==> src/hw/rtl/dcs_pkg.sv <==
`timescale 1ns / 1ps
// ----------------------------------------------------------------------------
// dcs_pkg
// Shared widths, register indexes and reset values for the colour shifter.
// ----------------------------------------------------------------------------
package dcs_pkg;

  localparam int WL_W   = 10;              // wavelength register width
  localparam int COL_W  = 16;              // Q4.12 colour width
  localparam int FAC_W  = 24;              // Q8.16 factor width
  localparam int POS_W  = WL_W + FAC_W;    // position, 2^-16 nm units
  localparam int KPOS_W = WL_W + 16;       // knot position width
  localparam int VAL_W  = COL_W + 3;       // knot value in eighths
  localparam int PRD_W  = VAL_W + KPOS_W;  // one interpolation product
  localparam int NUM_W  = PRD_W + 2;       // dividend
  localparam int DEN_W  = POS_W + 3;       // divisor (8 * d)
  localparam int QB     = 17;              // quotient bits (quotient < 2^17)
  localparam int REM_W  = DEN_W + QB;      // working remainder width
  localparam int IDX_W  = 3;

  localparam logic [FAC_W-1:0] UNIT_FACTOR = FAC_W'(65536);
  localparam logic [COL_W-1:0] MAX_COL     = '1;

  typedef enum logic [IDX_W-1:0] {
    REG_UV    = 3'd0,
    REG_BLUE  = 3'd1,
    REG_GREEN = 3'd2,
    REG_RED   = 3'd3,
    REG_IR    = 3'd4
  } reg_idx_t;

  localparam logic [WL_W-1:0] RST_UV    = 10'd380;
  localparam logic [WL_W-1:0] RST_BLUE  = 10'd450;
  localparam logic [WL_W-1:0] RST_GREEN = 10'd530;
  localparam logic [WL_W-1:0] RST_RED   = 10'd650;
  localparam logic [WL_W-1:0] RST_IR    = 10'd780;

endpackage

==> src/hw/rtl/dcs_div.sv <==
`timescale 1ns / 1ps
// ----------------------------------------------------------------------------
// dcs_div
// Pipelined restoring divider, one quotient bit per stage, saturated or bypass output.
// ----------------------------------------------------------------------------
module dcs_div
  import dcs_pkg::*;
(
  input  logic             clk,
  input  logic             en,
  input  logic [NUM_W-1:0] num,
  input  logic [DEN_W-1:0] den,
  input  logic             byp,
  input  logic [COL_W-1:0] bval,
  output logic [COL_W-1:0] result
);

  typedef struct packed {
    logic [REM_W-1:0] rem;
    logic [DEN_W-1:0] d;
    logic [QB-1:0]    q;
    logic             byp;
    logic [COL_W-1:0] bval;
  } dstage_t;

  dstage_t st [QB];

  // one restoring step at quotient bit sh
  function automatic dstage_t div_step(dstage_t s, int sh);
    logic [REM_W-1:0] dsh;
    dstage_t          o;
    dsh = REM_W'(s.d) << sh;
    o   = s;
    if (s.rem >= dsh) begin
      o.rem   = s.rem - dsh;
      o.q[sh] = 1'b1;
    end
    return o;
  endfunction

  dstage_t head;

  always_comb begin
    head.rem  = REM_W'(num);
    head.d    = den;
    head.q    = '0;
    head.byp  = byp;
    head.bval = bval;
  end

  always_ff @(posedge clk) begin
    if (en) begin
      st[0] <= div_step(head, QB - 1);
      for (int k = 1; k < QB; k++) begin
        st[k] <= div_step(st[k-1], QB - 1 - k);
      end
      if (st[QB-1].byp) begin
        result <= st[QB-1].bval;
      end else if (st[QB-1].q[QB-1:COL_W] != '0) begin
        result <= MAX_COL;
      end else begin
        result <= st[QB-1].q[COL_W-1:0];
      end
    end
  end

endmodule
==> config.mk <==
export PLATFORM = sky130hd
export DESIGN_NAME = dcs_div
export DESIGN_NICKNAME = d
export VERILOG_FILES = /design/src/hw/rtl/dcs_pkg.sv /design/src/hw/rtl/dcs_div.sv
export SDC_FILE = /design/constraint.sdc
export NUM_CORES = 2
export LEC_CHECK = 0
export BUFFER_PORTS_ARGS = -buffer_cell sky130_fd_sc_hd__buf_4
export CAP_MARGIN = 20
export CORE_AREA = 2 2 434 436
export CTS_CLUSTER_DIAMETER = 30
export DETAILED_ROUTE_END_ITERATION = 8
export DIE_AREA = 0 0 436 438
export HOLD_SLACK_MARGIN = 0.12
export PLACE_DENSITY = 0.71
export SYNTH_ARGS = -nofsm -noshare
export SYNTH_HDL_FRONTEND = slang
export SYNTH_SLANG_ARGS = --single-unit
export TNS_END_PERCENT = 100
==> constraint.sdc <==
create_clock -name clk -period 6.5 [get_ports clk]
set_clock_uncertainty 0.1 [all_clocks]
set_input_delay 0 -clock clk [delete_from_list [all_inputs] [get_ports clk]]
set_output_delay 0 -clock clk [all_outputs]
set_load 0.01 [all_outputs]
==> results.toml <==
[floorplanning]
fp.dieH_um = 438
boundaryPins = 119
dieWidth_um = 436
rows = 159
core_sq_um = 187000
initial_utilization_pct = 54.7
die_area_sq_um = 191000

[logic_synthesis]
synth_edf_count = 1914
async_flop_share_pct = 0
syn_area_sq_um = 102000
synth.top_cells.by_area = "edfxtp_1 56%, ha_1 7.6%, a21oi_1 3.8%"
seq_area_frac_synth_pct = 56.3
ys_seq_elements = 1914
synthCells = 8939
yosysTopAreaCell = "edfxtp_1"
avgSynthCellArea_sq_um = 11.4
yosys.area.top_type_share_pct = 56.3
yosysWarnings = 0
synth-main-ff-cell = "edfxtp_1"
syn-num-nets = 9681
ys_types = 93

[grt]
grt_max_degree = 182
grt_overflow_total = 0
track_usage_pct = 25.2
grt_pass1_wl_mm = 381
antenna_found_initial = 1
grt_pass1_vias = 73000

[timing]
layout_setup_ws_ns = 1.30
finalHoldViolCount = 0
fmax_mhz = 192
fin_tns_setup_ns = 0
fin_crit_ns = 5.20
maxSlewHeadroom_pct = 23.7
finalSetupViolCount = 0
drv_slew = 0
fin_crit_sh_pct = 80.0
rsz0062_at_grt = "no"
worst_pin_slew_ns = 1.13

[setup_path]
reg2reg_to = "st[0][591]$_DFFE_PP_"
path_buf_inv = 7
slowest_stage = "o31ai_1"
rrSetupSlack_ns = 1.44
cp.required_ns = 7.08
path_delay_family = "buffers and inverters"
critPathMaxStageDelay_ns = 0.88
crit_path_end_kind = "register"
r2r_start = "st[0][458]$_DFFE_PP_"
critPathLaunchType = "input port"
crit_arrival_ns = 5.78
crit_chain = "dlygate4sd3_1 -> buf_4 -> dlygate4sd3_1 -> ha_1 -> inv_1 -> fa_1 -> a21o_1 -> a21oi_1 -> o21ai_0 -> buf_4 -> a31o_2 -> o21ai_0 -> o21a_1 -> o31ai_1 -> o21a_1 -> o21a_1 -> buf_4 -> mux2_2 -> dlygate4sd3_1"
crit_type = "input port to register"
r2r_cells = 14
critPathMaxFanout = 35

[worst_hold_path]
hold_path_depth = 3
holdCritPathClass = "input port to register"
hold_start = "bval[1]"
worstHoldEndpoint = "st[0][1]$_DFFE_PP_"

[detailed_routing]
vias = 69800
drt-wirelength-per-cell_um = 19.7
routed_via_density = 5.65
drc_errors = 0
first_pass_iters = 5
first_iter_violations = 3854
totalWireLength_mm = 243
drt.antenna.violating_nets = 0

[place]
hpwl_mm = 179
globalplace.congestion = 1.00
port_buffers = 118
post-place-ws_ns = 1.52

[cells_and_area]
fillers = 13800
layout-drive-gt1-share_pct = 10.6
area_growth_pct = 19.8
ff_latch_area_sq_um = 57500
diodes = 0
multi_input_area_sq_um = 40700
fin_nets = 10300

[clock_network]
cts.reportedPaths.clkPinSlew_ns = 0.05
clock_path_buffers = 4
clk-insertion-delay-late_ns = 0.95
cts_max_level = 5
cts_resized = 0
cts_tree = "built"
clkSinkCount = 1914
cts_inserted_buffers = 420
clock-root-buffer = "clkbuf_16"

[status]
outcome = "finished, final reports clean"

[power_and_ir_drop]
ir_drop_mv = 0.306
power_density_nw_per_um2 = 478
p_leak_nw = 48.9

[job]
max-cap-violations = 0
## Yosys cell counts, types with 13 or more instances
library cell     n
o22ai_1         14
a31oi_1         77
o21bai_1        70
a21oi_1        766
nand2_1        668
a2111oi_0       16
and4_1          29
nand2b_1        71
nor2b_1         69
mux2_2         125
o211ai_1        57
inv_1          782
and2_1          42
nand4_1        143
nor3_1         120
buf_1           13
xor2_1         304
nor2_1         564
xnor2_1        334
o31a_1          22
a21boi_0        21
a211o_1         20
or4_1           20
nand3_1        146
edfxtp_1      1914
fa_1            16
a211oi_1        65
o2111ai_1       15
and3_1          61
o21a_1          98
nand4b_1        20
nor4_1         102
ha_1           623
o31ai_1         45
a21o_1         389
or2_2           18
o21ai_0        583
a31o_2          15
a41oi_1         17
or3_1           46
clkbuf_1       217
## flip-flops by register name (all words and copies together), names as in the netlist
register,flops
st,1898
result,16
## cell usage in the layout, fill, tap and decap left out, types with 98 or more instances in the layout
cell type,Yosys,final
nor3_1,120,120
xnor2_1,334,334
xor2_1,304,304
a21oi_1,766,764
o21ai_0,583,582
o21a_1,98,98
a21o_1,389,389
ha_1,623,623
clkbuf_16,0,428
nand2_1,668,668
dlygate4sd3_1,0,230
nor2_1,564,564
edfxtp_1,1914,1914
buf_4,4,161
nand3_1,146,146
nand4_1,143,143
inv_1,782,782
mux2_2,125,125
nor4_1,102,99
## report_power, final
group	switching [mW]	total, mW	internal, mW
clock network	6.55	20.7	14.2
registers	1.47	18.7	17.2
logic	11.2	19.1	7.91
## worst register-to-register path: stages (launching register included)
cell and delay, ns:
edfxtp_1 0.39, inv_1 0.08, ha_1 0.16, inv_1 0.06
fa_1 0.42, a211oi_1 0.41, o211ai_1 0.21, a41oi_1 0.40
o21a_1 0.24, o211ai_1 0.26, a31oi_1 0.47, o21ai_1 0.25
a211oi_4 0.69, buf_12 0.27, mux2_2 0.38
## final cells by class
class | instances | area share, %
timing repair buffer | 412 | 3.19
tap | 2495 | 2.55
clock inverter | 290 | 2.61
multi-input combinational | 5987 | 33.3
clock buffer | 470 | 8.89
inverter | 785 | 2.41
sequential | 1914 | 47.0
## metrics by stage
stage / std cells / power (mW) / utilization (%) / cell area (sq um) / hold WS, ns
after global routing: 12400 / 61.7 / 65.5 / 122000 / 0.195
final: 12400 / 58.5 / 65.5 / 122000 / 0.227
after floorplan: 8939 / 32.3 / - / 102000 / -0.00113
after detailed placement: 11400 / 37.5 / 56.7 / 106000 / 0.0795
after global placement: 11400 / 37.2 / 56.7 / 106000 / 0.0777
after CTS: 12400 / 58.6 / 65.5 / 122000 / 0.152
## what timing repair did
| item | CTS | global route |
|---|---|---|
| setup buffers | 0 | 0 |
| hold buffers | 230 | 0 |
| hold endpoints to repair | 1468 | 0 |
## worst max-delay path by stage
| stage | from | to | slack [ns] | cells after the start |
|---|---|---|---|---|
| detailed placement | st[0][458]$_DFFE_PP_ | st[0][591]$_DFFE_PP_ | 1.52 | 14 |
| floorplan | st[0][458]$_DFFE_PP_ | st[0][584]$_DFFE_PP_ | 2.51 | 14 |
| CTS | st[0][458]$_DFFE_PP_ | st[0][596]$_DFFE_PP_ | 1.45 | 15 |
| global placement | st[0][458]$_DFFE_PP_ | st[0][584]$_DFFE_PP_ | 1.64 | 14 |
| global route | st[0][458]$_DFFE_PP_ | st[0][597]$_DFFE_PP_ | 1.06 | 15 |
| finish | den[0] | st[0][88]$_DFFE_PP_ | 1.30 | 19 |
## logic make-up after synthesis
logic type | share of synthesized area, %
xor+xnor | 5.48
mux | 1.45
buf+inv | 3.89
flops | 56.3
simple gates | 10.3
compound gates | 14.6
fa+ha+maj | 7.96
## routing by layer
layer  vias up  global-route usage, %  routed length [um]
met2      1828                   48.6              131000
met5         -                      0                   0
met1     32800                   24.1               85100
met3       830                   3.31                7530
met4         0                   18.9               19300
li1      34400                      -                   -
Power figures use the tool's default switching activity.
